$ cat config.mk
export PLATFORM = sky130hd
export DESIGN_NAME = rotation_period_estimator_core
export DESIGN_NICKNAME = d
export VERILOG_FILES = /design/src/hw/rtl/rpe_pkg.sv /design/src/hw/rtl/rotation_period_estimator_core.sv /design/src/hw/rtl/rpe_divider.sv
export SDC_FILE = /design/constraint.sdc
export NUM_CORES = 1
export LEC_CHECK = 0
export ABC_AREA = 1
export ABC_CLOCK_PERIOD_IN_PS = 5680
export BUFFER_PORTS_ARGS = -buffer_cell sky130_fd_sc_hd__buf_2
export CORE_AREA = 8 8 318 320
export CTS_CLUSTER_DIAMETER = 40
export DETAILED_ROUTE_END_ITERATION = 10
export DIE_AREA = 0 0 326 328
export PLACE_DENSITY = 0.52
export SYNTH_ARGS = -nofsm -noshare
export SYNTH_HDL_FRONTEND = slang
export SYNTH_SLANG_ARGS = --single-unit
export TNS_END_PERCENT = 30
$ cat constraint.sdc
create_clock -name clk_i -period 5.68 [get_ports clk_i]
set_clock_uncertainty 0.2 [all_clocks]
set_input_delay 0.568 -clock clk_i [delete_from_list [all_inputs] [get_ports clk_i]]
set_output_delay 0.568 -clock clk_i [all_outputs]
set_load 0.02 [all_outputs]
$ cat src/hw/rtl/rpe_pkg.sv
// Shared types and constants of the rotation period estimator.
`timescale 1ns / 1ps

package rpe_pkg;

  // Widths of the shared divider: the weighted sum needs 32 + 4 + 1 bits.
  localparam int unsigned DIVIDEND_W = 37;
  localparam int unsigned DIVISOR_W  = 32;
  localparam int unsigned STEP_W     = 6;

  localparam int unsigned PERIOD_W = 32;
  localparam int unsigned TIME_W   = 64;
  localparam int unsigned RPM_W    = 16;
  localparam int unsigned NUM_W    = 4;
  localparam int unsigned DEN_W    = 5;
  localparam int unsigned CFG_IDX_W  = 3;
  localparam int unsigned CFG_DATA_W = 32;

  // rpm = 60000000 / period; the numerator fits in 26 bits.
  localparam logic [31:0] RPM_NUMERATOR = 32'd60000000;
  localparam int unsigned RPM_BITS      = 26;
  localparam logic [DIVIDEND_W-1:0] RPM_DIVIDEND =
      DIVIDEND_W'(RPM_NUMERATOR) << (DIVIDEND_W - RPM_BITS);
  localparam logic [RPM_W-1:0] RPM_LIMIT = 16'hFFFF;

  localparam logic [STEP_W-1:0] EMA_STEPS = STEP_W'(DIVIDEND_W);
  localparam logic [STEP_W-1:0] RPM_STEPS = STEP_W'(RPM_BITS);

  // Commands
  localparam logic [1:0] CMD_EDGE    = 2'd0;
  localparam logic [1:0] CMD_CHECK   = 2'd1;
  localparam logic [1:0] CMD_RESTART = 2'd2;
  localparam logic [1:0] CMD_SIM     = 2'd3;

  // Register indexes
  localparam logic [CFG_IDX_W-1:0] REG_DEFAULT_PERIOD = 3'd0;
  localparam logic [CFG_IDX_W-1:0] REG_MIN_PERIOD     = 3'd1;
  localparam logic [CFG_IDX_W-1:0] REG_MAX_PERIOD     = 3'd2;
  localparam logic [CFG_IDX_W-1:0] REG_EMA_NUMERATOR  = 3'd3;
  localparam logic [CFG_IDX_W-1:0] REG_EMA_DENOMINATOR = 3'd4;
  localparam logic [CFG_IDX_W-1:0] REG_LOSS_TIMEOUT   = 3'd5;

  typedef struct packed {
    logic                  start;
    logic [STEP_W-1:0]     steps;
    logic [DIVIDEND_W-1:0] dividend;  // left-aligned to the step count
    logic [DIVISOR_W-1:0]  divisor;
  } div_req_t;

  typedef struct packed {
    logic                  done;
    logic [DIVIDEND_W-1:0] quotient;
  } div_rsp_t;

endpackage

$ cat src/hw/rtl/rotation_period_estimator_core.sv
// Top level of the rotation period estimator: sequencer, state and config.
`timescale 1ns / 1ps
//
// Channel   Direction  Handshake                 Payload
// in        request    in_valid_i / in_stall_o   cmd_i, now_us_i, sim_value_i
// out       result     out_valid_o / out_stall_i period_out_o, rev_count_out_o,
//                                                rpm_o, sync_flag_o, sim_flag_o,
//                                                loss_event_o
// cfg       write      cfg_we_i                  cfg_index_i, cfg_data_i
//
// One request is in flight at a time; in_stall_o is high from acceptance until
// its result is taken. An edge request that updates the average runs two
// passes through the shared one-bit-per-cycle divider: 37 steps for the
// weighted sum and 26 steps for rpm. Other requests run only the rpm pass,
// and none when the period is zero. Reset clears the sequencer, the tracking
// state and loads the register defaults. The result is held in registers
// while out_stall_i is high, and a stall holds off the next request.

module rotation_period_estimator_core
  import rpe_pkg::*;
(
  input  logic                  clk_i,
  input  logic                  rst_ni,
  // Request channel
  input  logic                  in_valid_i,
  output logic                  in_stall_o,
  input  logic [1:0]            cmd_i,
  input  logic [TIME_W-1:0]     now_us_i,
  input  logic                  sim_value_i,
  // Result channel
  output logic                  out_valid_o,
  input  logic                  out_stall_i,
  output logic [PERIOD_W-1:0]   period_out_o,
  output logic [PERIOD_W-1:0]   rev_count_out_o,
  output logic [RPM_W-1:0]      rpm_o,
  output logic                  sync_flag_o,
  output logic                  sim_flag_o,
  output logic                  loss_event_o,
  // Configuration write port
  input  logic                  cfg_we_i,
  input  logic [CFG_IDX_W-1:0]  cfg_index_i,
  input  logic [CFG_DATA_W-1:0] cfg_data_i
);

  typedef enum logic [2:0] {
    S_IDLE,
    S_EXEC,
    S_EMA_LOAD,
    S_EMA_WAIT,
    S_RPM_LOAD,
    S_RPM_WAIT,
    S_OUT
  } state_e;

  state_e state_q;

  // Configuration registers
  logic [PERIOD_W-1:0] default_period_q;
  logic [PERIOD_W-1:0] min_period_q;
  logic [PERIOD_W-1:0] max_period_q;
  logic [NUM_W-1:0]    ema_num_q;
  logic [DEN_W-1:0]    ema_den_q;
  logic [PERIOD_W-1:0] loss_timeout_q;

  // Tracking state
  logic [TIME_W-1:0]   last_edge_q;
  logic [PERIOD_W-1:0] period_q;
  logic [PERIOD_W-1:0] revolutions_q;
  logic                synced_q;
  logic                sim_active_q;
  logic                loss_q;
  logic [RPM_W-1:0]    rpm_q;

  // Captured request
  logic [1:0]          cmd_q;
  logic [TIME_W-1:0]   now_q;
  logic                sim_req_q;

  logic [DIVIDEND_W-1:0] sum_q;

  div_req_t div_req;
  div_rsp_t div_rsp;

  // Execute-stage arithmetic
  logic [TIME_W-1:0]   delta;
  logic [PERIOD_W-1:0] sample;
  logic                have_edge;
  logic                in_range;
  logic [DEN_W-1:0]    den_eff;
  logic                ema_needed;
  logic                loss_hit;

  assign delta      = now_q - last_edge_q;
  assign sample     = delta[PERIOD_W-1:0];
  assign have_edge  = (last_edge_q != '0);
  assign in_range   = (sample >= min_period_q) && (sample <= max_period_q);
  assign den_eff    = (ema_den_q == '0) ? DEN_W'(1) : ema_den_q;
  // Average only when an interval is measured, in range, and a period exists.
  assign ema_needed = have_edge && in_range && (period_q != '0);
  // Loss: synced, outside simulation, an edge stored and the gap past timeout.
  assign loss_hit   = synced_q && !sim_active_q && have_edge &&
                      (delta > TIME_W'(loss_timeout_q));

  // Drive the shared divider from the load states only.
  always_comb begin
    div_req.start    = 1'b0;
    div_req.steps    = RPM_STEPS;
    div_req.dividend = RPM_DIVIDEND;
    div_req.divisor  = period_q;
    case (state_q)
      S_EMA_LOAD: begin
        div_req.start    = 1'b1;
        div_req.steps    = EMA_STEPS;
        div_req.dividend = sum_q;
        div_req.divisor  = DIVISOR_W'(den_eff);
      end
      S_RPM_LOAD: begin
        div_req.start = (period_q != '0);
      end
      default: begin
      end
    endcase
  end

  rpe_divider u_divider (
    .clk_i  (clk_i),
    .rst_ni (rst_ni),
    .req_i  (div_req),
    .rsp_o  (div_rsp)
  );

  // Configuration writes; indexes beyond the list are dropped.
  always_ff @(posedge clk_i or negedge rst_ni) begin
    if (!rst_ni) begin
      default_period_q <= '0;
      min_period_q     <= '0;
      max_period_q     <= '1;
      ema_num_q        <= NUM_W'(3);
      ema_den_q        <= DEN_W'(4);
      loss_timeout_q   <= PERIOD_W'(1000000);
    end else if (cfg_we_i) begin
      case (cfg_index_i)
        REG_DEFAULT_PERIOD:  default_period_q <= cfg_data_i;
        REG_MIN_PERIOD:      min_period_q     <= cfg_data_i;
        REG_MAX_PERIOD:      max_period_q     <= cfg_data_i;
        REG_EMA_NUMERATOR:   ema_num_q        <= cfg_data_i[NUM_W-1:0];
        REG_EMA_DENOMINATOR: ema_den_q        <= cfg_data_i[DEN_W-1:0];
        REG_LOSS_TIMEOUT:    loss_timeout_q   <= cfg_data_i;
        default: begin
        end
      endcase
    end
  end

  // Sequencer with tracking state and result registers.
  always_ff @(posedge clk_i or negedge rst_ni) begin
    if (!rst_ni) begin
      state_q       <= S_IDLE;
      last_edge_q   <= '0;
      period_q      <= '0;
      revolutions_q <= '0;
      synced_q      <= 1'b0;
      sim_active_q  <= 1'b0;
      loss_q        <= 1'b0;
      rpm_q         <= '0;
    end else begin
      case (state_q)
        S_IDLE: begin
          if (in_valid_i) begin
            state_q <= S_EXEC;
          end
        end
        S_EXEC: begin
          loss_q  <= (cmd_q == CMD_CHECK) && loss_hit;
          state_q <= ((cmd_q == CMD_EDGE) && ema_needed) ? S_EMA_LOAD : S_RPM_LOAD;
          case (cmd_q)
            CMD_EDGE: begin
              // Load the interval directly when no period is held yet.
              if (have_edge && in_range && (period_q == '0)) begin
                period_q <= sample;
              end
              last_edge_q   <= now_q;
              revolutions_q <= revolutions_q + PERIOD_W'(1);
              synced_q      <= 1'b1;
            end
            CMD_CHECK: begin
              // Drop sync when the gap since the last edge runs past the timeout.
              if (loss_hit) begin
                synced_q <= 1'b0;
              end
            end
            CMD_RESTART: begin
              last_edge_q <= '0;
              period_q    <= default_period_q;
              synced_q    <= 1'b0;
            end
            CMD_SIM: begin
              sim_active_q <= sim_req_q;
              synced_q     <= 1'b0;
              last_edge_q  <= '0;
              if (sim_req_q) begin
                period_q <= default_period_q;
              end
            end
            default: begin
            end
          endcase
        end
        S_EMA_LOAD: begin
          state_q <= S_EMA_WAIT;
        end
        S_EMA_WAIT: begin
          if (div_rsp.done) begin
            // Saturate an average that no longer fits in 32 bits.
            if (|div_rsp.quotient[DIVIDEND_W-1:PERIOD_W]) begin
              period_q <= '1;
            end else begin
              period_q <= div_rsp.quotient[PERIOD_W-1:0];
            end
            state_q <= S_RPM_LOAD;
          end
        end
        S_RPM_LOAD: begin
          if (period_q == '0) begin
            rpm_q   <= '0;
            state_q <= S_OUT;
          end else begin
            state_q <= S_RPM_WAIT;
          end
        end
        S_RPM_WAIT: begin
          if (div_rsp.done) begin
            if (|div_rsp.quotient[DIVIDEND_W-1:RPM_W]) begin
              rpm_q <= RPM_LIMIT;
            end else begin
              rpm_q <= div_rsp.quotient[RPM_W-1:0];
            end
            state_q <= S_OUT;
          end
        end
        S_OUT: begin
          if (!out_stall_i) begin
            state_q <= S_IDLE;
          end
        end
        default: begin
          state_q <= S_IDLE;
        end
      endcase
    end
  end

  // Capture the request payload and the weighted sum.
  always_ff @(posedge clk_i) begin
    if (state_q == S_IDLE && in_valid_i) begin
      cmd_q     <= cmd_i;
      now_q     <= now_us_i;
      sim_req_q <= sim_value_i;
    end
    if (state_q == S_EXEC) begin
      sum_q <= DIVIDEND_W'(period_q) * DIVIDEND_W'(ema_num_q) + DIVIDEND_W'(sample);
    end
  end

  assign in_stall_o      = (state_q != S_IDLE);
  assign out_valid_o     = (state_q == S_OUT);
  assign period_out_o    = period_q;
  assign rev_count_out_o = revolutions_q;
  assign rpm_o           = rpm_q;
  assign sync_flag_o     = synced_q | sim_active_q;
  assign sim_flag_o      = sim_active_q;
  assign loss_event_o    = loss_q;

  // A pending result blocks new requests.
  assert property (@(posedge clk_i) disable iff (!rst_ni)
    out_valid_o |-> in_stall_o)
    else $error("request accepted while a result is pending");

  // A detected loss leaves the block unsynced and outside simulation.
  assert property (@(posedge clk_i) disable iff (!rst_ni)
    (out_valid_o && loss_event_o) |-> !sync_flag_o)
    else $error("loss reported while still synced");

  // A zero period always reads as zero rpm.
  assert property (@(posedge clk_i) disable iff (!rst_ni)
    (out_valid_o && period_out_o == '0) |-> (rpm_o == '0))
    else $error("nonzero rpm for a zero period");

  // The divider finishes only while the sequencer waits for it.
  assert property (@(posedge clk_i) disable iff (!rst_ni)
    div_rsp.done |-> (state_q == S_EMA_WAIT || state_q == S_RPM_WAIT))
    else $error("divider finished outside a wait state");

endmodule

$ cat src/hw/rtl/rpe_divider.sv
// Shared restoring divider, one quotient bit per cycle.
`timescale 1ns / 1ps

module rpe_divider
  import rpe_pkg::*;
(
  input  logic     clk_i,
  input  logic     rst_ni,
  input  div_req_t req_i,
  output div_rsp_t rsp_o
);

  logic                  busy_q;
  logic                  done_q;
  logic [STEP_W-1:0]     count_q;
  logic [DIVISOR_W-1:0]  rem_q;
  logic [DIVIDEND_W-1:0] quo_q;
  logic [DIVISOR_W-1:0]  divisor_q;

  logic [DIVISOR_W:0] trial;
  logic [DIVISOR_W:0] diff;
  logic               ge;

  assign trial = {rem_q, quo_q[DIVIDEND_W-1]};
  assign diff  = trial - {1'b0, divisor_q};
  assign ge    = (trial >= {1'b0, divisor_q});

  always_ff @(posedge clk_i or negedge rst_ni) begin
    if (!rst_ni) begin
      busy_q  <= 1'b0;
      done_q  <= 1'b0;
      count_q <= '0;
    end else begin
      done_q <= 1'b0;
      if (req_i.start) begin
        busy_q  <= 1'b1;
        count_q <= req_i.steps;
      end else if (busy_q) begin
        count_q <= count_q - STEP_W'(1);
        if (count_q == STEP_W'(1)) begin
          busy_q <= 1'b0;
          done_q <= 1'b1;
        end
      end
    end
  end

  // Datapath: shift in one dividend bit, subtract when it fits.
  always_ff @(posedge clk_i) begin
    if (req_i.start) begin
      rem_q     <= '0;
      quo_q     <= req_i.dividend;
      divisor_q <= req_i.divisor;
    end else if (busy_q) begin
      rem_q <= ge ? diff[DIVISOR_W-1:0] : trial[DIVISOR_W-1:0];
      quo_q <= {quo_q[DIVIDEND_W-2:0], ge};
    end
  end

  assign rsp_o.done     = done_q;
  assign rsp_o.quotient = quo_q;

endmodule
==> impl_metrics.py, run 1 <==
metrics = {
    "drt": {
        "avgViaCountPerCell": 4.90,
        "wl_um": 107000,
        "vias": 28688,
        "wl_per_cell_um": 18.3,
        "ant_nets": 0,
        "routed.top_layer": "met4",
        "route.met3.wl_um": 4790,
        "drt_iter0_drc": 1818,
        "dr.pass1.iters": 6,
        "wl_met2_um": 49500,
        "wl_met1_um": 49200,
        "drc": 0,
    },
    "yosys": {
        "synth-async-reset-ratio": 0.590,
        "synth_seq_cells": 500,
        "synth_area_leader_cell": "dfrtp_1",
        "synthTopCellsByArea": "dfrtp_1 (19%), edfxtp_1 (16%), nand2_1 (11%), ha_1 (8.9%), inv_1 (8.0%)",
        "syn_inst": 4167,
        "ys.warnings.count": 0,
        "yosysMostFrequentCell": "nand2_1",
        "synth-main-ff-cell": "dfrtp_1",
        "syn_avg_cell_area_um2": 8.01,
        "yosys-top-cells-count": "nand2_1 (973), inv_1 (711), o21ai_0 (425), nor2_1 (304), dfrtp_1 (253)",
        "ys_types": 59,
        "synth.yosys.seq_area_share": 0.398,
        "synth_top_area_share": 0.190,
        "synth_area_um2": 33400,
        "syn_nets": 4605,
        "synth_edf_count": 173,
    },
    "clock_tree": {
        "insertion_delay_ps": 670,
        "cts_tree": "yes",
        "cts_buffer_depth": 3,
        "path_clk_slew_ps": 50,
        "cts-root-buf": "clkbuf_16",
        "cts_sinks": 500,
        "cts_buffers": 98,
        "htreeDepth": 3,
    },
    "cells_and_area": {
        "diodes": 0,
        "final_cells": 5857,
        "syn2layout_area_growth_pct": 20.9,
        "drive_gt1_frac": 0.118,
        "nets": 4933,
    },
    "floorplanning": {
        "initial_utilization": 0.348,
        "die-area_um2": 107000,
        "core_um2": 96000,
        "die_h_um": 328,
        "ios": 192,
        "rows": 114,
        "die_w_um": 326,
    },
    "timing": {
        "rsz0062_at_grt": "false",
        "post-route-period-util": 0.941,
        "worst_pin_slew_ps": 1150,
        "maxClockFrequency_mhz": 187,
        "maxSlewHeadroom": 0.227,
        "setup_viol": 0,
        "setup_tns_ps": 0,
        "timing.final.ws_setup_ps": 338,
        "fin_crit_ps": 5340,
        "hold_viol_final": 0,
        "slew_viol_final": 0,
    },
    "placement": {
        "dp_hpwl_um": 82900,
        "dp_cells": 5599,
        "io_buffers": 191,
        "gp_congestion": 0.940,
        "place_ws_ps": 35.1,
    },
    "grt": {
        "grt_overflow": 0,
        "grt_max_degree": 116,
        "grt_pass1_wl_um": 167000,
        "grt_use_total": 0.196,
        "grt_pass1_vias": 29242,
        "antenna_found_initial": 1,
    },
    "critical_path": {
        "critPathMaxStageDelay_ps": 560,
        "cp_data_arrival_time_ps": 5540,
        "cp_max_fo": 24,
        "crit_path_start_kind": "flop",
        "worst_setup_path_end_kind": "flop",
        "slowest_stage": "fa_1",
        "path_delay_family": "adder cells",
        "cp_data_required_time_ps": 5880,
        "path_buf_inv": 4,
        "worstPathCellList": "buf_4 -> nand2_1 -> fa_1 -> inv_1 -> fa_1 -> inv_1 -> fa_1 -> inv_1 -> ha_1 -> a21oi_1 -> a21boi_1 -> o21ai_2 -> a21oi_1 -> o21ai_1 -> a21oi_1 -> o21ai_2 -> nand2_1 -> nand3_1 -> xor2_1",
        "critPathKind": "reg -> reg",
    },
    "power_and_ir_drop": {
        "fin_total_pwr_uw": 10700,
        "switchingPower_uw": 2630,
        "seq_power_share": 0.380,
        "pwr_density_cell_nw_per_um2": 265,
        "clkPwrFrac": 0.555,
        "vdd_drop_max_v": 0.000224,
        "p_int_uw": 8070,
        "switching_share": 0.246,
        "power_leakage_uw": 0.0192,
        "pwr-share-comb": 0.065,
    },
    "worst_hold_path": {
        "min-delay-path-class": "in -> reg",
    },
    "job": {
        "cap_violations": 0,
    },
    "outcome": {
        "status": "complete, no violations",
    },
}
==> final cells by class <==
class / instances / area, um^2
timing repair buffer: 337 / 2270
sequential: 500 / 13300
multi-input combinational: 2842 / 17100
inverter: 716 / 2690
clock inverter: 62 / 687
fill: 9848 / 55600
clock buffer: 124 / 2740
tap: 1276 / 1600
==> what timing repair did <==
item / CTS / global route
resized for setup: 0 / 16
setup buffers: 0 / 1
endpoints found under the hold margin: 138 / 0
endpoints found under the setup margin: 0 / 44
hold buffers: 71 / 0
==> final timing paths <==
check	from	to	slack [ps]	cells past startpoint
setup / recovery	ema_num_q[3]	sum_q[28]	340	19
min in group asynchronous	rst_ni	last_edge_q[41]	260	2
max in group asynchronous	rst_ni	u_divider.count_q[0]	3890	3
setup reg to reg	ema_num_q[3]	sum_q[28]	340	19
hold / removal	cfg_data_i[6]	loss_timeout_q[6]	40	3
hold reg to reg	rev_count_out_o[31]	rev_count_out_o[31]	270	1
==> through the flow <==
stage | hold slack [ps] | instance area (um^2) | util
after global placement | 260 | 36100 | 0.376
after detailed placement | 262 | 36100 | 0.376
after global routing | 43.2 | 40400 | 0.420
after floorplan | 72.4 | 33400 | -
final | 37.2 | 40400 | 0.420
after CTS | 1.77 | 40300 | 0.419
==> tightest hold or removal path, stage by stage <==
cell and delay [ps]:
buf_2 100, inv_1 110, o21ai_0 110
==> registers in the layout, indices dropped and copies added, names as in the netlist, 37 cells and up <==
name / cells
last_edge_q: 64
sum_q: 37
u_divider.quo_q: 37
now_q: 64
==> cells by family after synthesis <==
family / synth area share
fa+ha+maj: 0.145
xor+xnor: 0.0352
flops: 0.398
simple gates: 0.196
compound gates: 0.133
buf+inv: 0.0938
==> power by group through the flow <==
stage                     Clock (uW)  Sequential [uW]  Combinational [uW]
final                           5930             4070                 697
after global placement             0             4120                 649
after floorplan                    0             4080                 446
after detailed placement           0             4120                 664
after global routing            6230             4090                 817
after CTS                       6070             4060                 706
==> layout by cell type (no fill, tap or decap), drive strengths merged, types with 13 or more instances in the layout <==
cell and instances:
dfstp 42, buf 266, xor2 83, inv 726, dfrtp 253, o21a 13
a21oi 236, nor2 313, dfxtp 32, nand2 983, nand3 132, edfxtp 173
xnor2 51, clkbuf 124, clkinv 28, clkinvlp 15, ha 238, o21ai 432
nor4 41, fa 93, dlygate4sd3 71, nor3 34, nand4 48, o211ai 35
==> routing by layer <==
metal	vias to the layer above	global-route usage
li1	14251	-
met1	13653	0.265
met2	611	0.323
met3	173	0.0272
met4	0	0.0686
met5	-	0
Power figures use the tool's default switching activity.
==> run 2: changes to the inputs <==
--- a/config.mk
+++ b/config.mk
@@ -12,7 +12,7 @@
 export CTS_CLUSTER_DIAMETER = 40
 export DETAILED_ROUTE_END_ITERATION = 10
 export DIE_AREA = 0 0 326 328
-export PLACE_DENSITY = 0.52
+export PLACE_DENSITY = 0.57
 export SYNTH_ARGS = -nofsm -noshare
 export SYNTH_HDL_FRONTEND = slang
 export SYNTH_SLANG_ARGS = --single-unit
==> run 2 against run 1 <==
Compared with the run above:
- clock-buffer cell count decreased by 15
- final area fell by 0.47%
- die area did not move
- critical endpoint is now sum_q[36]
- first-iteration DRC count rose by 21%
- largest power group unchanged
- hold slack gained 2.0 ps
- sequential share of layout area is 0.15 points higher
- setup slack got worse by 64 ps
==> impl_metrics.py, run 2 (same netlist as run 1, synthesis figures left out) <==
metrics = {
    "timing": {
        "rsz0062_at_grt": "true",
        "worst_pin_slew_ps": 1120,
        "maxClockFrequency_mhz": 185,
        "hold-worst-slack_ps": 39.2,
        "slew_viol_final": 0,
        "post-route-period-util": 0.952,
        "hold_viol_final": 0,
        "maxSlewHeadroom": 0.255,
        "setup_viol": 0,
        "fin_crit_ps": 5410,
        "setup_tns_ps": 0,
    },
    "cells_and_area": {
        "final_cell_area_um2": 40200,
        "nets": 4926,
        "top_regs": "last_edge_q (64), now_q (64)",
        "drive_gt1_frac": 0.115,
        "diodes": 0,
        "final_cell_mix": "nand2_1 (969), inv_1 (710), o21ai_0 (424)",
        "syn2layout_area_growth_pct": 20.4,
        "final_cells": 5843,
        "utilization": 0.418,
        "final_common_cell": "nand2_1",
    },
    "floorplanning": {
        "rows": 114,
        "initial_utilization": 0.348,
        "die-area_um2": 107000,
        "core_um2": 96000,
        "die_w_um": 326,
        "ios": 192,
        "die_h_um": 328,
    },
    "power_and_ir_drop": {
        "seq_power_share": 0.384,
        "pwr-share-comb": 0.065,
        "switching_share": 0.248,
        "power_leakage_uw": 0.0191,
        "vdd_drop_max_v": 0.000219,
        "pwr_density_cell_nw_per_um2": 264,
        "clkPwrFrac": 0.551,
        "p_int_uw": 7970,
        "switchingPower_uw": 2630,
    },
    "clock_tree": {
        "cts_sinks": 500,
        "cts_buffers": 94,
        "cts_buffer_depth": 3,
        "cts_setup_buffers": 0,
        "path_clk_slew_ps": 50,
        "cts-root-buf": "clkbuf_16",
        "cts_tree": "yes",
        "insertion_delay_ps": 670,
        "htreeDepth": 3,
    },
    "grt": {
        "grt_use_total": 0.191,
        "antenna_found_initial": 0,
        "grt_pass1_vias": 29089,
        "grt_overflow": 0,
        "grt_pass1_wl_um": 164000,
        "grt_max_degree": 111,
    },
    "placement": {
        "dpl-instance-area_um2": 36100,
        "dp_hpwl_um": 80700,
        "io_buffers": 191,
        "dp_cells": 5598,
        "gp_congestion": 0.953,
    },
    "drt": {
        "wl_met1_um": 46500,
        "avgViaCountPerCell": 4.93,
        "ant_nets": 0,
        "wl_um": 104000,
        "drc": 0,
        "wl_per_cell_um": 17.8,
        "vias": 28826,
        "drt_iter0_drc": 2208,
        "routed.top_layer": "met4",
        "wl_met2_um": 49000,
        "route.met3.wl_um": 5410,
        "dr.pass1.iters": 6,
    },
    "critical_path": {
        "worst_setup_path_end_kind": "flop",
        "cp_data_arrival_time_ps": 5610,
        "cp_max_fo": 5,
        "cp_data_required_time_ps": 5880,
        "critPathKind": "reg -> reg",
        "crit_path_start_kind": "flop",
    },
    "job": {
        "cap_violations": 0,
    },
    "outcome": {
        "status": "complete, no violations",
    },
    "worst_hold_path": {
        "min-delay-path-class": "in -> reg",
    },
}
## run 2: power by group through the flow
| stage | sequential [uW] | combinational [uW] | clock (uW) |
|---|---|---|---|
| after floorplan | 4080 | 446 | 0 |
| after global placement | 4120 | 640 | 0 |
| after detailed placement | 4120 | 658 | 0 |
| after CTS | 4060 | 702 | 5940 |
| after global routing | 4090 | 808 | 6120 |
| final | 4060 | 691 | 5840 |
## run 2: critical path, stage by stage, from the launching register on
cell and delay [ps]:
edfxtp_1 410, ha_1 360, nand2_1 110, inv_1 60, a21oi_1 140, nand2_1 140, a21oi_1 360, o21ai_0 310
xor2_1 570, inv_1 120, fa_1 500, inv_1 40, ha_1 360, a21oi_1 200, o21ai_0 130, a21o_1 190
a221oi_1 240, nand2_1 170, nand3_1 110, nand2_1 80, a31oi_1 230, o21ai_0 120
## run 2: path summary, 6_finish.rpt
kind	slack, ps	cells after the start	end	from
min	40	3	max_period_q[6]	cfg_data_i[6]
min in group asynchronous	310	2	last_edge_q[37]	rst_ni
max in group asynchronous	3860	3	u_divider.count_q[2]	rst_ni
max reg2reg	270	21	sum_q[36]	now_q[5]
min reg2reg	270	1	rev_count_out_o[31]	rev_count_out_o[31]
max	270	21	sum_q[36]	now_q[5]
## run 2: final cells by class
| class | instances | area [um^2] |
|---|---|---|
| clock buffer | 109 | 2490 |
| multi-input combinational | 2842 | 17100 |
| inverter | 716 | 2690 |
| tap | 1276 | 1600 |
| clock inverter | 66 | 813 |
| fill | 9703 | 55800 |
| sequential | 500 | 13300 |
| timing repair buffer | 334 | 2240 |
## run 2: metrics by stage
step                power (uW)  setup slack [ps]
floorplan                 4520               431
global placement          4760               271
detailed placement        4780               178
CTS                      10700               176
global route             11000             -57.8
finish                   10600               273
## run 2: routing by layer
metal	up-vias	GRT usage
li1	14211	-
met1	13702	0.253
met2	738	0.320
met3	175	0.0288
met4	0	0.0649
met5	-	0
## run 2: repair_timing
| item | 4_1_cts | 5_1_grt |
|---|---|---|
| resized for setup | 0 | 8 |
| setup endpoints to repair | 0 | 18 |
| hold endpoints to repair | 145 | 0 |
| hold buffers | 70 | 0 |
